==> config.mk <==
export PLATFORM = sky130hd
export DESIGN_NAME = dq0pt_scale
export DESIGN_NICKNAME = d
export VERILOG_FILES = /design/src/sv/dq0pt_pkg.sv /design/src/sv/dq0pt_scale.sv
export SDC_FILE = /design/constraint.sdc
export NUM_CORES = 1
export LEC_CHECK = 0
export ABC_AREA = 1
export BUFFER_PORTS_ARGS = -buffer_cell sky130_fd_sc_hd__clkbuf_2
export CORE_ASPECT_RATIO = 0.9
export CORE_UTILIZATION = 53
export CTS_BUF_LIST = sky130_fd_sc_hd__clkbuf_16
export DETAILED_ROUTE_END_ITERATION = 16
export PLACE_DENSITY = 0.7
export SYNTH_ARGS = -nofsm -noshare
export SYNTH_HDL_FRONTEND = slang
export SYNTH_SLANG_ARGS = --single-unit
==> constraint.sdc <==
create_clock -name aclk -period 11.7 [get_ports aclk]
set_input_delay 0.585 -clock aclk [delete_from_list [all_inputs] [get_ports aclk]]
set_output_delay 0.585 -clock aclk [all_outputs]
set_load 0.05 [all_outputs]
==> src/sv/dq0pt_pkg.sv <==
`default_nettype none
package dq0pt_pkg;

    // sample and angle widths follow the fixed field widths of the channels
    localparam int DATA_BITS = 16;
    localparam int ANGLE_BITS = 16;
    localparam int DEF_SINE_INDEX_BITS = 10;

    localparam int FRAC_BITS = DATA_BITS - 1;
    localparam int PROD_BITS = 2 * DATA_BITS;
    localparam int SUM_BITS = 2 * DATA_BITS + 2;
    localparam int VAL_BITS = DATA_BITS + 4;
    localparam int RECIP_SHIFT = VAL_BITS + 2;
    localparam int RECIP_BITS = VAL_BITS + 1;
    localparam int MUL_BITS = VAL_BITS + RECIP_BITS;
    localparam int Q_BITS = MUL_BITS - RECIP_SHIFT;

    // floor(2^RECIP_SHIFT / 3), error of the quotient estimate is at most one
    localparam logic [RECIP_BITS-1:0] RECIP_THIRD = RECIP_BITS'((64'd1 << RECIP_SHIFT) / 3);
    // makes every dividend non-negative before the divide by three
    localparam logic [VAL_BITS-1:0] DIV_OFFSET = VAL_BITS'(3) << (VAL_BITS - 2);
    localparam logic [ANGLE_BITS-1:0] ANGLE_THIRD =
        ANGLE_BITS'(((64'd1 << ANGLE_BITS) + 64'd1) / 64'd3);

    // odd polynomial for sin(pi/2 * t), Q30 coefficients
    localparam longint unsigned PC1 = 64'd1686629713;
    localparam longint unsigned PC3 = 64'd693598668;
    localparam longint unsigned PC5 = 64'd85569306;
    localparam longint unsigned PC7 = 64'd5026995;
    localparam longint unsigned PC9 = 64'd172272;

    typedef enum logic [1:0] {
        REQ_FWD_POS = 2'd0,
        REQ_INV_POS = 2'd1,
        REQ_FWD_NEG = 2'd2,
        REQ_INV_NEG = 2'd3
    } req_type_t;

    typedef logic signed [DATA_BITS-1:0] sample_t;

    typedef struct packed {
        req_type_t              req_type;
        logic [ANGLE_BITS-1:0]  angle;
        sample_t                in_x;
        sample_t                in_y;
        sample_t                in_z;
    } dq0pt_in_t;

    typedef struct packed {
        sample_t out_x;
        sample_t out_y;
        sample_t out_z;
        logic    saturated;
    } dq0pt_out_t;

    // sine and cosine at the three phase angles, sine already sign-flipped
    // for the negative sequence modes
    typedef struct packed {
        req_type_t                  req_type;
        sample_t                    in_x;
        sample_t                    in_y;
        sample_t                    in_z;
        logic [2:0][DATA_BITS-1:0]  sn;
        logic [2:0][DATA_BITS-1:0]  cs;
    } dq0pt_trig_t;

    // unscaled lane sums
    typedef struct packed {
        req_type_t                 req_type;
        logic [2:0][SUM_BITS-1:0]  acc;
    } dq0pt_sum_t;

    function automatic logic is_inverse(input req_type_t r);
        return (r == REQ_INV_POS) || (r == REQ_INV_NEG);
    endfunction

    function automatic logic is_negative(input req_type_t r);
        return (r == REQ_FWD_NEG) || (r == REQ_INV_NEG);
    endfunction

    // sin(pi/2 * k / 2^(sib-2)) as an unsigned Q0.15 magnitude, k in [0, 2^(sib-2)]
    function automatic logic [FRAC_BITS-1:0] quarter_sine(input longint unsigned k,
                                                          input int sib);
        longint unsigned t;
        longint unsigned t2;
        longint unsigned h;
        longint unsigned s;
        t = k << (30 - (sib - 2));
        t2 = (t * t) >> 30;
        h = PC9;
        h = PC7 - ((t2 * h) >> 30);
        h = PC5 - ((t2 * h) >> 30);
        h = PC3 - ((t2 * h) >> 30);
        h = PC1 - ((t2 * h) >> 30);
        s = (t * h) >> 30;
        s = (s + (64'd1 << (FRAC_BITS - 1))) >> FRAC_BITS;
        if (s > ((64'd1 << FRAC_BITS) - 64'd1)) begin
            s = (64'd1 << FRAC_BITS) - 64'd1;
        end
        return FRAC_BITS'(s);
    endfunction

endpackage
`default_nettype wire

==> src/sv/dq0pt_scale.sv <==
`default_nettype none
module dq0pt_scale
    import dq0pt_pkg::*;
(
    input  wire logic         aclk,
    input  wire logic         aresetn,
    input  wire logic         in_valid,
    output logic              in_ready,
    input  wire dq0pt_sum_t   in_data,
    output logic              out_valid,
    input  wire logic         out_ready,
    output dq0pt_out_t        out_data
);

    localparam int WIDE_BITS = SUM_BITS + 2;
    localparam logic signed [WIDE_BITS-1:0] FWD_BIAS = WIDE_BITS'(3) <<< FRAC_BITS;
    localparam logic signed [SUM_BITS-1:0] INV_BIAS = SUM_BITS'(1) <<< (FRAC_BITS - 1);
    localparam logic signed [VAL_BITS-1:0] Q_BIAS = VAL_BITS'(1) <<< (VAL_BITS - 2);
    localparam logic signed [VAL_BITS-1:0] SAT_HI = VAL_BITS'((1 << FRAC_BITS) - 1);
    localparam logic signed [VAL_BITS-1:0] SAT_LO = -SAT_HI - VAL_BITS'(1);

    logic e_en, f_en, g_en, h_en, o_en;
    logic e_valid_reg, f_valid_reg, g_valid_reg, h_valid_reg, o_valid_reg;
    logic e_div_reg, f_div_reg, g_div_reg, h_div_reg;

    logic signed [WIDE_BITS-1:0] wide [3];
    logic signed [SUM_BITS-1:0]  rnd [3];
    logic signed [VAL_BITS-1:0]  e_val_next [3];
    logic signed [VAL_BITS-1:0]  e_val_reg [3];
    logic signed [VAL_BITS-1:0]  f_val_reg [3];
    logic signed [VAL_BITS-1:0]  g_val_reg [3];
    logic signed [VAL_BITS-1:0]  h_val_reg [3];
    logic [VAL_BITS-1:0]         f_u_reg [3];
    logic [VAL_BITS-1:0]         g_u_reg [3];
    logic [MUL_BITS-1:0]         g_prod_reg [3];
    logic [Q_BITS-1:0]           q_est [3];
    logic [VAL_BITS-1:0]         three_q [3];
    logic [VAL_BITS-1:0]         rem [3];
    logic [Q_BITS-1:0]           h_q_next [3];
    logic [Q_BITS-1:0]           h_q_reg [3];
    logic signed [VAL_BITS-1:0]  res [3];
    logic signed [VAL_BITS-1:0]  clip [3];
    logic [2:0]                  clip_hit;
    dq0pt_out_t                  o_data_next;
    dq0pt_out_t                  o_data_reg;

    assign o_en = !o_valid_reg || out_ready;
    assign h_en = !h_valid_reg || o_en;
    assign g_en = !g_valid_reg || h_en;
    assign f_en = !f_valid_reg || g_en;
    assign e_en = !e_valid_reg || f_en;
    assign in_ready = e_en;

    // stage e: rounding shift; forward d, q and 0 keep a factor of three to divide out
    always_comb begin
        for (int k = 0; k < 3; k++) begin
            wide[k] = (WIDE_BITS'($signed(in_data.acc[k])) <<< 2) + FWD_BIAS;
            rnd[k] = $signed(in_data.acc[k]) + INV_BIAS;
            if (is_inverse(in_data.req_type)) begin
                e_val_next[k] = VAL_BITS'(rnd[k] >>> FRAC_BITS);
            end else if (k == 2) begin
                e_val_next[k] = VAL_BITS'($signed(in_data.acc[k]));
            end else begin
                e_val_next[k] = VAL_BITS'(wide[k] >>> (FRAC_BITS + 1));
            end
        end
    end

    // stage h: quotient estimate corrected by one compare
    always_comb begin
        for (int k = 0; k < 3; k++) begin
            q_est[k] = g_prod_reg[k][MUL_BITS-1:RECIP_SHIFT];
            three_q[k] = (VAL_BITS'(q_est[k]) << 1) + VAL_BITS'(q_est[k]);
            rem[k] = g_u_reg[k] - three_q[k];
            h_q_next[k] = q_est[k] + Q_BITS'(rem[k] >= VAL_BITS'(3));
        end
    end

    // output stage: remove the offset from divided lanes and clip to the sample range
    always_comb begin
        for (int k = 0; k < 3; k++) begin
            res[k] = h_div_reg ? $signed({1'b0, h_q_reg[k]}) - Q_BIAS : h_val_reg[k];
            clip_hit[k] = 1'b0;
            clip[k] = res[k];
            if (res[k] > SAT_HI) begin
                clip[k] = SAT_HI;
                clip_hit[k] = 1'b1;
            end else if (res[k] < SAT_LO) begin
                clip[k] = SAT_LO;
                clip_hit[k] = 1'b1;
            end
        end
        o_data_next.out_x = DATA_BITS'(clip[0]);
        o_data_next.out_y = DATA_BITS'(clip[1]);
        o_data_next.out_z = DATA_BITS'(clip[2]);
        o_data_next.saturated = |clip_hit;
    end

    always_ff @(posedge aclk) begin
        if (!aresetn) begin
            e_valid_reg <= 1'b0;
            f_valid_reg <= 1'b0;
            g_valid_reg <= 1'b0;
            h_valid_reg <= 1'b0;
            o_valid_reg <= 1'b0;
        end else begin
            if (e_en) begin
                e_valid_reg <= in_valid;
            end
            if (f_en) begin
                f_valid_reg <= e_valid_reg;
            end
            if (g_en) begin
                g_valid_reg <= f_valid_reg;
            end
            if (h_en) begin
                h_valid_reg <= g_valid_reg;
            end
            if (o_en) begin
                o_valid_reg <= h_valid_reg;
            end
        end
    end

    always_ff @(posedge aclk) begin
        if (e_en) begin
            e_val_reg <= e_val_next;
            e_div_reg <= !is_inverse(in_data.req_type);
        end
        if (f_en) begin
            for (int k = 0; k < 3; k++) begin
                f_u_reg[k] <= $unsigned(e_val_reg[k]) + DIV_OFFSET;
            end
            f_val_reg <= e_val_reg;
            f_div_reg <= e_div_reg;
        end
        if (g_en) begin
            for (int k = 0; k < 3; k++) begin
                g_prod_reg[k] <= f_u_reg[k] * RECIP_THIRD;
            end
            g_u_reg <= f_u_reg;
            g_val_reg <= f_val_reg;
            g_div_reg <= f_div_reg;
        end
        if (h_en) begin
            h_q_reg <= h_q_next;
            h_val_reg <= g_val_reg;
            h_div_reg <= g_div_reg;
        end
        if (o_en) begin
            o_data_reg <= o_data_next;
        end
    end

    assign out_valid = o_valid_reg;
    assign out_data = o_data_reg;

endmodule
`default_nettype wire

==> results.json, run 1 <==
{
  "nets": 5716,
  "postLayoutCoreUtil": 0.579,
  "worstSetupEndpointType": "register",
  "holdBufCountCts": 0,
  "min_to": "e_val_reg[0]",
  "fin_skew_ns": 0.0229,
  "path_cells": "ha_1 -> inv_1 -> fa_1 -> inv_1 -> fa_1 -> fa_1 -> inv_1 -> fa_1 -> fa_1 -> inv_1 -> ha_1 -> ha_1 -> nand2_1 -> nor2_1 -> inv_1 -> nor2_1 -> inv_1 -> nor3_1 -> nand3_1 -> nand3_1 -> xnor2_1",
  "synth_top_area_frac": 0.308,
  "drive_gt1_frac": 0.0570,
  "synthDistinctLibCells": 52,
  "timing.rr.end": "g_prod_reg[0][122]",
  "timing.rr.start": "f_val_reg[14]",
  "startpoint_type": "register",
  "drcViolationCount": 2,
  "synth_top_cell_by_area": "edfxtp_1",
  "reg2reg_depth": 21,
  "rows": 96,
  "finalSetupTns_ns": 0,
  "hold_viol": 0,
  "coreArea_sq_um": 76300,
  "synth_area_leaders": "edfxtp_1 31%, ha_1 17%, fa_1 16%",
  "max_stage_delay_ns": 0.70,
  "cts_tree": "built",
  "cp.arrival_ns": 6.86,
  "drv_cap": 0,
  "postPlaceCellArea_sq_um": 42700,
  "cp_common_cell": "inv_1",
  "antennaDiodeCount": 0,
  "grt_pass1_wl_um": 156000,
  "start_util": 0.535,
  "path_class": "register to register",
  "drv_slew": 0,
  "first_pass_iters": 12,
  "dieArea_sq_um": 78100,
  "totalWireLength_um": 97600,
  "synth_area_sq_um": 40800,
  "wl_per_cell_um": 16.8,
  "die_h_um": 265,
  "multiInputGateArea_sq_um": 24500,
  "cts_resized": 0,
  "ys_ff_latch": 424,
  "gp_congestion": 0.931,
  "ys.flop_type": "edfxtp_1",
  "boundaryPins": 159,
  "postSynth.asyncResetShare": 0,
  "status": "complete, but fails checks",
  "grt_pass1_vias": 29200,
  "place_hpwl_um": 82400,
  "syn_nets": 5560,
  "syn_to_final_growth_pct": 8.21,
  "worstMarginPinSlew_ns": 1.17,
  "period_share": 0.558,
  "path_clk_slew_ns": 0.06,
  "synth_common_cells": "982 x nand2_1, 921 x inv_1, 550 x ha_1, 419 x edfxtp_1, 332 x nor2_1",
  "grt_max_degree": 78,
  "seq_area_sq_um": 12700,
  "clockRootBuffer": "clkbuf_16",
  "hold_path.class": "input pin to register",
  "rsz0062_at_grt": "no",
  "fmax_ghz": 0.153,
  "synth_edf_count": 419,
  "reg2reg_slack_ns": 5.18,
  "postCtsSetupBuffers": 0,
  "drtAntennaViolNets": 0,
  "grt_use_total": 0.256,
  "hold_start": "in_data[68]",
  "cp_max_fo": 5,
  "ys_seq_area_frac": 0.311,
  "ctsHtreeMaxLevel": 2,
  "violations": "DRC",
  "clock_latency_ns": 0.60,
  "synth.avg_cell_area_sq_um": 8.91,
  "io_buffer_count": 131,
  "yosysWarnings": 0,
  "fillers": 6721,
  "fin_cells": 5801,
  "hold_depth": 3,
  "synth.most_common_cell": "nand2_1",
  "vias_per_cell": 5.22,
  "synthCells": 4581,
  "die_w_um": 295,
  "overflow": 0,
  "cts_buffers": 45,
  "worstPathRequired_ns": 12.04,
  "antenna_found_initial": 7,
  "dp_cells": 5719,
  "clock_path_buffers": 3,
  "fin_area_sq_um": 44200,
  "vias": 30300,
  "setup_viol": 0,
  "clock_sinks": 424,
  "drt_iter0_markers": 2197,
  "crit_slowest_cell": "fa_1",
  "fin_crit_ns": 6.52,
  "slew_headroom": 0.219
}
==> cell families (layout without fill, tap and decap cells) <==
kind of cell               count (synthesis)  after routing  synth area share
buffers and inverters                    958           1149            0.0892
adders and majority gates                871            871             0.326
muxes                                      7              7           0.00172
and+or+nand+nor                         1711           1711             0.175
AOI/OAI and AO/OA                        457            457            0.0645
DFF                                      424            424             0.311
xor gates and xnor gates                 153            153            0.0328
==> final cells by class <==
class                   count  area share
repair buffers            142      0.0167
clock inverters            37     0.00822
multi-input cells        3199       0.555
clock buffers              45      0.0255
well taps                1029      0.0292
flip-flops and latches    424       0.287
inverters                 925      0.0787
==> stage by stage <==
step / hold WS (ns) / setup slack [ns]
2_1_floorplan: 0.400 / 2.48
3_5_place_dp: 0.405 / 5.30
4_1_cts: 0.260 / 5.28
6_report: 0.281 / 5.18
3_3_place_gp: 0.401 / 5.30
5_1_grt: 0.290 / 4.88
==> worst max-delay path: cells and delay by family, from the launching register on <==
family / cells / cell delay, ns
flip-flops: 1 / 0.51
AND/OR/NAND/NOR: 6 / 1.21
buffers and inverters: 6 / 0.45
XOR/XNOR: 1 / 0.09
adder cells (fa/ha/maj): 8 / 4.00
==> cell usage in the layout, fill, tap and decap left out, types with 33 or more instances in the layout <==
cell type	netlist	layout
a21oi_1	189	189
clkbuf_16	0	45
clkbuf_2	2	131
edfxtp_1	419	419
fa_1	321	321
ha_1	550	550
inv_1	921	924
nand2_1	982	981
nand3_1	208	208
nand4_1	54	54
nor2_1	332	332
nor3_1	47	47
o211ai_1	39	39
o21ai_0	135	135
or2_2	39	39
xnor2_1	33	33
xor2_1	120	120
==> routing by layer <==
layer | GRT usage | wire (um) | share of wire | vias to the layer above
met5 | 0 | 0 | 0 | -
met4 | 0.0500 | 1640 | 0.017 | 0
met3 | 0.0556 | 8000 | 0.082 | 102
met2 | 0.354 | 38600 | 0.39 | 861
met1 | 0.409 | 49400 | 0.51 | 14200
li1 | - | - | - | 15100
==> how the worst max path moves through the flow <==
| stage | start | endpoint | depth (start not counted) |
|---|---|---|---|
| 2_1_floorplan | out_ready | in_ready | 8 |
| 3_3_place_gp | f_val_reg[14] | g_prod_reg[0][122] | 21 |
| 3_5_place_dp | f_val_reg[14] | g_prod_reg[0][122] | 21 |
| 4_1_cts | f_val_reg[14] | g_prod_reg[0][122] | 21 |
| 5_1_grt | f_val_reg[14] | g_prod_reg[0][122] | 21 |
| 6_report | f_val_reg[14] | g_prod_reg[0][122] | 21 |
Power of run 1 is left out: the tool's default activity adds up to more than one toggle a clock period on the data nets, which glitch-free logic cannot reach.
==> inputs of run 2 (changes only) <==
--- a/config.mk
+++ b/config.mk
@@ -11,7 +11,7 @@
 export CORE_UTILIZATION = 53
 export CTS_BUF_LIST = sky130_fd_sc_hd__clkbuf_16
 export DETAILED_ROUTE_END_ITERATION = 16
-export PLACE_DENSITY = 0.7
+export PLACE_DENSITY = 0.73
 export SYNTH_ARGS = -nofsm -noshare
 export SYNTH_HDL_FRONTEND = slang
 export SYNTH_SLANG_ARGS = --single-unit
==> constraint.sdc (replaced) <==
create_clock -name aclk -period 6 [get_ports aclk]
set_input_delay 0.3 -clock aclk [delete_from_list [all_inputs] [get_ports aclk]]
set_output_delay 0.3 -clock aclk [all_outputs]
set_load 0.05 [all_outputs]
==> run 2 against run 1 <==
Net effect:
- the run now ends clean
- utilization is 1.4 points higher
- maximum frequency rose by 13%
- count of clock-buffer cells in the layout grew 4
- routed wire length grew 3.1%
- clock skew shrank 0.0029 ns
- final cell count is 1.9% higher
- via count is 2.2% higher
- die area unchanged
- highest routed layer unchanged
==> results.json, run 2 (synthesis results as in run 1) <==
{
  "multiInputGateArea_sq_um": 24600,
  "totalWireLength_um": 101000,
  "clock_sinks": 424,
  "ctsHtreeMaxLevel": 2,
  "drive_gt1_frac": 0.0832,
  "syn_to_final_growth_pct": 10.8,
  "clock_latency_ns": 0.61,
  "status": "finished clean",
  "period_share": 0.963,
  "die_h_um": 265,
  "io_buffer_count": 131,
  "crit_slowest_cell": "fa_1",
  "path_clk_slew_ns": 0.06,
  "path_cells": "ha_1 -> inv_1 -> fa_1 -> fa_1 -> inv_1 -> fa_1 -> fa_1 -> inv_1 -> fa_1 -> inv_1 -> ha_1 -> ha_1 -> a21oi_1 -> o21ai_0 -> a21boi_1 -> nor2_1 -> nor2_1 -> nand3_1 -> xor2_1",
  "worstMarginPinSlew_ns": 1.25,
  "vias": 31000,
  "hold_path.class": "input pin to register",
  "cp_max_fo": 4,
  "finalSetupTns_ns": 0,
  "cts_buffers": 48,
  "dieArea_sq_um": 78100,
  "cp_top_family": "adder cells",
  "vias_per_cell": 5.24,
  "antenna_found_initial": 5,
  "worstSetupEndpointType": "register",
  "rsz0062_at_grt": "yes",
  "drv_slew": 0,
  "first_pass_iters": 9,
  "boundaryPins": 159,
  "fillers": 6528,
  "place_hpwl_um": 84500,
  "nets": 5822,
  "cp_common_cell": "fa_1",
  "gp_congestion": 0.964,
  "path_class": "register to register",
  "layout_common_cells": "978 x nand2_1, 924 x inv_1, 547 x ha_1",
  "cts_tree": "built",
  "fmax_ghz": 0.173,
  "seq_area_sq_um": 12700,
  "dp_cells": 5805,
  "start_util": 0.535,
  "die_w_um": 295,
  "clockRootBuffer": "clkbuf_16",
  "grt_pass1_vias": 30300,
  "drtAntennaViolNets": 0,
  "cp.arrival_ns": 6.12,
  "grt_use_total": 0.262,
  "layout_commonest_cell": "nand2_1",
  "fin_crit_ns": 5.78,
  "drcViolationCount": 0,
  "max_stage_delay_ns": 0.60,
  "pre_cts_ws_ns": 0.0963,
  "setup_viol": 0,
  "crit_buf_inv": 4,
  "clock_path_buffers": 3,
  "grt_max_degree": 74,
  "grt_pass1_wl_um": 160000,
  "rows": 96,
  "drv_cap": 0,
  "whs_ns": 0.0341,
  "slew_headroom": 0.165,
  "worstPathRequired_ns": 6.34,
  "drt_iter0_markers": 2249,
  "startpoint_type": "register",
  "coreArea_sq_um": 76300,
  "wl_per_cell_um": 17.0,
  "fin_cells": 5912,
  "overflow": 0,
  "worst_slack_ns": 0.222,
  "fin_skew_ns": 0.0200,
  "hold_viol": 0
}
[run 2: changes by cell type in the layout (fill, tap and decap cells not counted), moves of 4 or more]
cell	before	now
clkbuf_16	45	49
buf_4	11	101
fa_1	321	311
fa_2	0	10
nor2_1	332	322
nor2_2	4	12
a21oi_2	0	4
a21oi_1	189	185
inv_6	2	6
dlygate4sd3_1	0	12
[run 2: worst paths after layout]
| path | start | end | slack, ns | cells after the start |
|---|---|---|---|---|
| worst min-delay path | in_data[69] | e_val_reg[1] | 0.03 | 3 |
| worst max register to register | f_val_reg[34] | g_prod_reg[0][78] | 0.22 | 19 |
| worst max-delay path | f_val_reg[34] | g_prod_reg[0][78] | 0.22 | 19 |
| worst min register to register | e_val_reg[50] | f_val_reg[50] | 0.40 | 0 |
[run 2: timing repair]
item,CTS,global route
endpoints found under the hold margin,14,0
endpoints found under the setup margin,0,39
resized for setup,0,39
hold buffers,12,0
buffers inserted,0,5
[run 2: worst reg2reg max path, delay by kind of cell, from the launching register on]
family	cells	cell delay, ns
simple gates	3	0.37
xor+xnor	1	0.18
fa+ha+maj	8	3.66
flops	1	0.43
buf+inv	4	0.30
compound gates	3	0.61
[run 2: cell type report]
class                      count  area share
tap                         1029      0.0285
clock buffer                  49      0.0271
inverter                     925      0.0771
antenna                        1   0.0000553
multi-input combinational   3199       0.544
timing repair buffer         245      0.0343
sequential                   424       0.280
clock inverter                40     0.00824
[run 2: per-stage QoR]
stage               utilization  area, sq um
floorplan                     -        40800
global placement          0.569        43400
detailed placement        0.569        43400
CTS                       0.591        45100
global route              0.593        45200
finish                    0.593        45200
[run 2: metal layers]
layer,GRT usage,vias to the layer above,share of wire
li1,-,15400,-
met1,0.401,14500,0.49
met2,0.378,949,0.41
met3,0.0592,103,0.087
met4,0.0521,0,0.017
met5,0,-,0
Power of run 2 is left out for the same reason.
